[src/rtl/core/ptw_pkg.sv]
// Shared types, constants and helper functions of the four-level page-table walker.
`default_nettype none

package ptw_pkg;

  localparam int unsigned WORD_W          = 64;
  localparam int unsigned IDX_W           = 9;
  localparam int unsigned LVL_W           = 2;
  localparam int unsigned TABLE_WORDS_DEF = 4096;
  localparam int unsigned BIT_PRESENT     = 0;
  localparam int unsigned BIT_SIZE        = 7;

  localparam logic OP_TRANSLATE = 1'b0;
  localparam logic OP_WRITE     = 1'b1;

  localparam logic CFG_PAGING = 1'b0;
  localparam logic CFG_ROOT   = 1'b1;

  localparam logic [LVL_W-1:0] LVL_L4 = 2'd0;
  localparam logic [LVL_W-1:0] LVL_L3 = 2'd1;
  localparam logic [LVL_W-1:0] LVL_L2 = 2'd2;
  localparam logic [LVL_W-1:0] LVL_L1 = 2'd3;

  typedef enum logic [1:0] {
    RES_ZERO  = 2'd0,
    RES_PASS  = 2'd1,
    RES_FAULT = 2'd2,
    RES_LEAF  = 2'd3
  } res_kind_e;

  typedef struct packed {
    logic             clear_step;
    logic             capture;
    logic             mem_write;
    logic             mem_read;
    logic             from_entry;
    logic             res_load;
    res_kind_e        res_kind;
    logic             out_load;
    logic [LVL_W-1:0] level;
  } cmd_t;

  typedef struct packed {
    logic clear_last;
    logic op_write;
    logic paging;
    logic root_ok;
    logic present;
    logic size;
  } sts_t;

  function automatic logic [IDX_W-1:0] level_index(logic [WORD_W-1:0] va,
                                                   logic [LVL_W-1:0] level);
    logic [IDX_W-1:0] idx;
    case (level)
      LVL_L4:  idx = va[47:39];
      LVL_L3:  idx = va[38:30];
      LVL_L2:  idx = va[29:21];
      default: idx = va[20:12];
    endcase
    return idx;
  endfunction

  function automatic logic [WORD_W-4:0] entry_word(logic [WORD_W-1:0] base,
                                                   logic [IDX_W-1:0] idx);
    return {base[WORD_W-1:12], idx};
  endfunction

  function automatic logic [WORD_W-1:0] leaf_address(logic [WORD_W-1:0] entry,
                                                     logic [WORD_W-1:0] va,
                                                     logic [LVL_W-1:0] level);
    logic [WORD_W-1:0] pa;
    case (level)
      LVL_L3:  pa = {entry[WORD_W-1:30], va[29:0]};
      LVL_L2:  pa = {entry[WORD_W-1:21], va[20:0]};
      default: pa = {entry[WORD_W-1:12], va[11:0]};
    endcase
    return pa;
  endfunction

endpackage

`default_nettype wire

[src/rtl/core/ptw_ctrl.sv]
// Controller state machine of the page-table walker: clearing pass, walk sequencing, output slot.
`default_nettype none

module ptw_ctrl (
  input  wire logic          clk_i,
  input  wire logic          rst_ni,
  input  wire logic          in_valid_i,
  output logic               in_ready_o,
  input  wire logic          out_ready_i,
  output logic               out_valid_o,
  output ptw_pkg::cmd_t      cmd_o,
  input  wire ptw_pkg::sts_t sts_i
);

  localparam logic [2:0] S_CLEAR = 3'd0;
  localparam logic [2:0] S_IDLE  = 3'd1;
  localparam logic [2:0] S_START = 3'd2;
  localparam logic [2:0] S_WALK  = 3'd3;
  localparam logic [2:0] S_DONE  = 3'd4;

  logic [2:0]                state_q, state_d;
  logic [ptw_pkg::LVL_W-1:0] level_q, level_d;
  logic                      leaf_q, leaf_d;
  logic                      out_valid_q, out_valid_d;

  always_comb begin
    cmd_o    = '0;
    state_d  = state_q;
    level_d  = level_q;
    leaf_d   = leaf_q;
    case (state_q)
      S_CLEAR: begin
        cmd_o.clear_step = 1'b1;
        if (sts_i.clear_last) begin
          state_d = S_IDLE;
        end
      end
      S_IDLE: begin
        if (in_valid_i) begin
          cmd_o.capture = 1'b1;
          state_d       = S_START;
        end
      end
      S_START: begin
        if (sts_i.op_write) begin
          cmd_o.mem_write = 1'b1;
          cmd_o.res_load  = 1'b1;
          cmd_o.res_kind  = ptw_pkg::RES_ZERO;
          state_d         = S_DONE;
        end else if (!sts_i.paging) begin
          cmd_o.res_load = 1'b1;
          cmd_o.res_kind = ptw_pkg::RES_PASS;
          state_d        = S_DONE;
        end else if (!sts_i.root_ok) begin
          cmd_o.res_load = 1'b1;
          cmd_o.res_kind = ptw_pkg::RES_FAULT;
          state_d        = S_DONE;
        end else begin
          cmd_o.mem_read = 1'b1;
          cmd_o.level    = ptw_pkg::LVL_L4;
          level_d        = ptw_pkg::LVL_L4;
          leaf_d         = 1'b0;
          state_d        = S_WALK;
        end
      end
      S_WALK: begin
        if (!sts_i.present) begin
          cmd_o.res_load = 1'b1;
          cmd_o.res_kind = ptw_pkg::RES_FAULT;
          state_d        = S_DONE;
        end else if (leaf_q || (level_q == ptw_pkg::LVL_L1)) begin
          cmd_o.res_load = 1'b1;
          cmd_o.res_kind = ptw_pkg::RES_LEAF;
          cmd_o.level    = level_q;
          state_d        = S_DONE;
        end else begin
          cmd_o.mem_read   = 1'b1;
          cmd_o.from_entry = 1'b1;
          cmd_o.level      = level_q + 2'd1;
          level_d          = level_q + 2'd1;
          leaf_d           = sts_i.size && (level_q != ptw_pkg::LVL_L2);
        end
      end
      S_DONE: begin
        if (!out_valid_q || out_ready_i) begin
          cmd_o.out_load = 1'b1;
          state_d        = S_IDLE;
        end
      end
      default: begin
        state_d = S_IDLE;
      end
    endcase
  end

  assign out_valid_d = cmd_o.out_load | (out_valid_q & ~out_ready_i);

  always_ff @(posedge clk_i or negedge rst_ni) begin
    if (!rst_ni) begin
      state_q     <= S_CLEAR;
      level_q     <= ptw_pkg::LVL_L4;
      leaf_q      <= 1'b0;
      out_valid_q <= 1'b0;
    end else begin
      state_q     <= state_d;
      level_q     <= level_d;
      leaf_q      <= leaf_d;
      out_valid_q <= out_valid_d;
    end
  end

  assign in_ready_o  = (state_q == S_IDLE);
  assign out_valid_o = out_valid_q;

endmodule

`default_nettype wire

[config.mk]
export PLATFORM = sky130hd
export DESIGN_NAME = ptw_ctrl
export DESIGN_NICKNAME = d
export VERILOG_FILES = /design/src/rtl/core/ptw_pkg.sv /design/src/rtl/core/ptw_ctrl.sv
export SDC_FILE = /design/constraint.sdc
export NUM_CORES = 1
export LEC_CHECK = 0
export BUFFER_PORTS_ARGS = -buffer_cell sky130_fd_sc_hd__buf_2
export CAP_MARGIN = 20
export CORE_AREA = 8 8 45 47
export DETAILED_ROUTE_END_ITERATION = 16
export DIE_AREA = 0 0 53 55
export GPL_ROUTABILITY_DRIVEN = 0
export GPL_TIMING_DRIVEN = 0
export PLACE_DENSITY_LB_ADDON = 0.2
export SYNTH_ARGS = -nofsm -noshare
export SYNTH_HDL_FRONTEND = slang
export SYNTH_SLANG_ARGS = --single-unit
export TNS_END_PERCENT = 1
[constraint.sdc]
create_clock -name clk_i -period 1.9 [get_ports clk_i]
set_clock_uncertainty 0.15 [all_clocks]
set_input_delay 0.19 -clock clk_i [delete_from_list [all_inputs] [get_ports clk_i]]
set_output_delay 0.19 -clock clk_i [all_outputs]
set_load 0.05 [all_outputs]
---- Yosys cells after proc, flatten, opt, wreduce, memory -nomap -nowiden ----
Cells that the tools add are included.
storage, ports and cells
  register bits after elaboration ......... 7
  input bits .............................. 10
  output and inout bits ................... 13
cells by class
  add/sub/neg operators ................... 1
  eq/ne operators ......................... 15
  mux-type cells .......................... 43
  bitwise gates (word level) .............. 3
  reduce and logical (&&, ||, !) cells .... 9
operators by type and width
  kind                                                  number
  2-to-1 mux 3 bit                                      13
  2-to-1 mux 2 bit                                      9
  inequality test 2 bit (second input constant)         9
  2-to-1 mux 1 bit                                      16
  one-hot mux 3 bit (5 select lines)                    1
  equality test 3 x 2 -> 1 bit (second input constant)  2
  one-hot mux 3 bit (2 select lines)                    1
  AND reduction 6 bit                                   1
  AND reduction 5 bit                                   1
  one-hot mux 1 bit (2 select lines)                    2
  one-hot mux 2 bit (2 select lines)                    1
  AND reduction 4 bit                                   1
  equality test 3 x 1 -> 1 bit (second input constant)  1
  equality test 3 bit (second input constant)           1
  logical NOT 3 bit                                     1
  inequality test 3 bit (second input constant)         1
  adder 2 x 1 -> 2 bit (second input constant)          1
  equality test 2 bit (second input constant)           1
  logical OR 1 bit                                      2
  nonzero test 2 bit                                    1
  AND 1 bit                                             1
  logical AND 1 bit                                     1
  logical NOT 1 bit                                     1
  NOT 1 bit                                             1
  OR 1 bit                                              1

---- Longest topological paths before layout ----
  depth after elaboration ................. 5
  depth in mapped cells ................... 4
  depth with buffers taken out ............ 4

---- Worst setup path after synthesis ----
Ideal clock, no wire load.
  kind .................................... flip-flop to output port
  from .................................... reg state_q[2]
  to ...................................... out cmd_o[9] in the netlist's numbering
  data arrival time ....................... 2.302 ns
  data required time ...................... 1.560 ns
  slack ................................... -0.742 ns
  stages on the path, launching flop included .. 3
  cells stage by stage .................... dfrtp_1 > nor3b_1 > and2_1
RTL lines
  what                    line             text
  from (decl)             ptw_ctrl.sv:21   logic [2:0] state_q, state_d;
  from (signal assigned)  ptw_ctrl.sv:105  state_q <= state_d;
  to (decl)               ptw_ctrl.sv:11   output ptw_pkg::cmd_t cmd_o,

==> results.json <==
{
  "tns_ns": -0.05889,
  "clk_latency_ns": 0.25,
  "crit_path_start_kind": "register",
  "ys_seq_area_share_pct": 33.82,
  "finalMaxSlewViolations": 0,
  "relSlewSlack_pct": 78.13,
  "r2r-start": "state_q[2]$_DFFE_PN0P_",
  "root_buffer": "clkbuf_4",
  "whs_endpoint": "state_q[1]$_DFFE_PN0P_",
  "final_common_cell": "buf_2",
  "design_area_sq_um": 822.0,
  "numPortBuffers": 22,
  "drive_above_1_share_pct": 54.55,
  "routed_wl_um": 1524,
  "synth.top_cell.area_share_pct": 33.82,
  "fin_util_pct": 59.40,
  "grt.overflow.total": 0,
  "drt-initial-drc-count": 5,
  "clock-sinks": 7,
  "area_growth_pct": 58.70,
  "final_cell_mix": "buf_2 (15), buf_4 (7), clkbuf_4 (6)",
  "syn-cell-area_sq_um": 518.0,
  "timing.final.ws_setup_ns": -0.05889,
  "timing_hold_violations_final": 0,
  "tightest_slew_ns": 0.3237,
  "grt_pass1_vias": 553,
  "wl_per_cell_um": 14.65,
  "placed_cell_area_sq_um": 673.1,
  "synth_nets": 66,
  "violations": "negative setup slack",
  "fmax_mhz": 510.5,
  "criticalPathCategory": "reg2out",
  "fin_crit_ns": 1.959,
  "required_ns": 1.56,
  "drc": 0,
  "timing.final.crit_share_pct": 103.1,
  "hold_depth": 2,
  "first_pass_iters": 3,
  "vias_per_cell": 5.231,
  "drv_cap": 0,
  "p_leak_uw": 0.0004028,
  "synthCells": 54,
  "synth.avg_cell_area_sq_um": 9.593,
  "p_per_area_nw_per_um2": 1881,
  "initial_core_util_pct": 37.43,
  "hp-class": "in2reg",
  "grt_usage_pct": 10.92,
  "die-area_sq_um": 2915,
  "grt_max_degree": 10,
  "coreArea_sq_um": 1384,
  "antenna_found_initial": 0,
  "synth_top_area_cell": "dfrtp_1",
  "setup_viol": 1,
  "vias": 544,
  "synth_warnings": 0,
  "io_pins": 23,
  "rrSetupSlack_ns": 0.10,
  "power_uw": 1546,
  "ys_top_cells_by_area": "dfrtp_1 (34%), o32ai_4 (5.3%), ha_1 (4.8%)",
  "n_antenna_cell": 0,
  "hold_start": "in_valid_i",
  "rsz0062_at_grt": "yes",
  "fin_nets": 101,
  "ir_drop_mv": 0.9042,
  "fp-row-count": 14,
  "cp-end-kind": "output pin",
  "ys_ff_latch": 7,
  "crit_fanout": 2,
  "die_width_um": 53,
  "antenna_left": 0,
  "synth.distinct_cells": 33,
  "reg2reg_depth": 5,
  "cts.clk_slew.worst_paths_ns": 0.05,
  "grt_pass1_wl_um": 2318,
  "r2r_end": "leaf_q$_DFFE_PN0P_",
  "fp.dieH_um": 55,
  "cts_buffers": 3,
  "dp_hpwl_um": 979,
  "clk_path_buf_depth": 2,
  "cts_tree": "done",
  "worstPathArrival_ns": 1.62,
  "status": "finished with violations",
  "cts_max_level": 1
}
cells in the mapped netlist:
library cell / number
o21ai_0: 1
or4b_1: 1
and3_1: 1
dfrtp_1: 7
o21ai_1: 1
nor2_1: 6
a311oi_1: 1
a211oi_1: 1
o22ai_1: 1
nor3b_1: 2
buf_4: 1
a21oi_1: 2
nand2b_4: 1
xnor2_1: 1
ha_1: 2
o31a_1: 1
nor4b_1: 1
inv_1: 5
mux2i_1: 1
nand2b_1: 2
nor4bb_1: 1
and2_1: 1
nand4b_1: 1
nand2_1: 2
and3b_1: 1
o32ai_4: 1
or2_2: 1
nand3b_1: 1
nor3_1: 2
a31oi_1: 1
mux2_4: 1
mux2_1: 1
o21bai_1: 1
per-stage QoR:
stage | hold slack [ns] | instances | worst slack (ns)
floorplan | -0.2556 | 54 | -0.1660
global placement | -0.1237 | 92 | -0.007818
detailed placement | -0.1255 | 92 | -0.001048
CTS | 0.05835 | 104 | -0.04724
global route | 0.05699 | 104 | -0.1009
finish | 0.06285 | 104 | -0.05889
where the power goes:
| group | switching [uW] | internal [uW] | total [uW] |
|---|---|---|---|
| sequential | 80.8 | 223 | 304 |
| combinational | 692 | 418 | 1110 |
| clock | 52.0 | 79.9 | 132 |
| total | 825 | 721 | 1550 |
worst max-delay path, cell delays in order (launching register included):
cell	delay, ns
dfrtp_2	0.41
buf_6	0.12
or4b_4	0.51
a21oi_2	0.16
buf_6	0.17
timing repair:
item / CTS / global route
setup endpoints to repair: 7 / 9
endpoints found under the hold margin: 7 / 0
buffers inserted: 7 / 0
pin swaps: 3 / 2
hold buffers: 1 / 0
resized for setup: 11 / 9
cloned: 0 / 0
state kept, by name, summed over array words and instances, names as in the netlist:
name,flops
level_q,2
out_valid_o,1
state_q,3
leaf_q,1
worst max-delay path by stage:
stage / from / to / slack (ns)
after floorplan: state_q[2]$_DFFE_PN0P_ / cmd_o[9] / -0.17
after global placement: state_q[0]$_DFFE_PN0P_ / cmd_o[4] / -0.008
after detailed placement: state_q[0]$_DFFE_PN0P_ / cmd_o[4] / -0.001
after CTS: state_q[0]$_DFFE_PN0P_ / cmd_o[4] / -0.05
after global routing: state_q[0]$_DFFE_PN0P_ / cmd_o[4] / -0.10
final: state_q[0]$_DFFE_PN0P_ / cmd_o[4] / -0.06
metal layers:
metal	wire [um]	global-route usage, %	vias to the layer above
met5	0	0	-
met4	27	6.466	0
met3	99	3.743	5
met2	797	17.97	14
met1	599	11.99	258
li1	-	-	267
cell families (layout without fill, tap and decap cells):
kind of cell,count (synthesis),in the layout,synth area share [%]
buf+inv,6,40,5.073
xor+xnor,1,1,1.691
flops,7,7,33.82
compound gates,11,11,17.88
simple gates,24,24,29.71
fa+ha+maj,2,2,4.830
mux,3,3,7.004
cell type report:
type / instances / area, sq um
tap: 16 / 20.02
sequential: 7 / 177.7
timing repair buffer: 30 / 205.2
fill: 138 / 561.8
multi-input combinational: 41 / 362.8
buffer: 1 / 11.26
clock buffer: 4 / 26.28
inverter: 5 / 18.77
No activity file was read; power rests on OpenSTA's default activity.
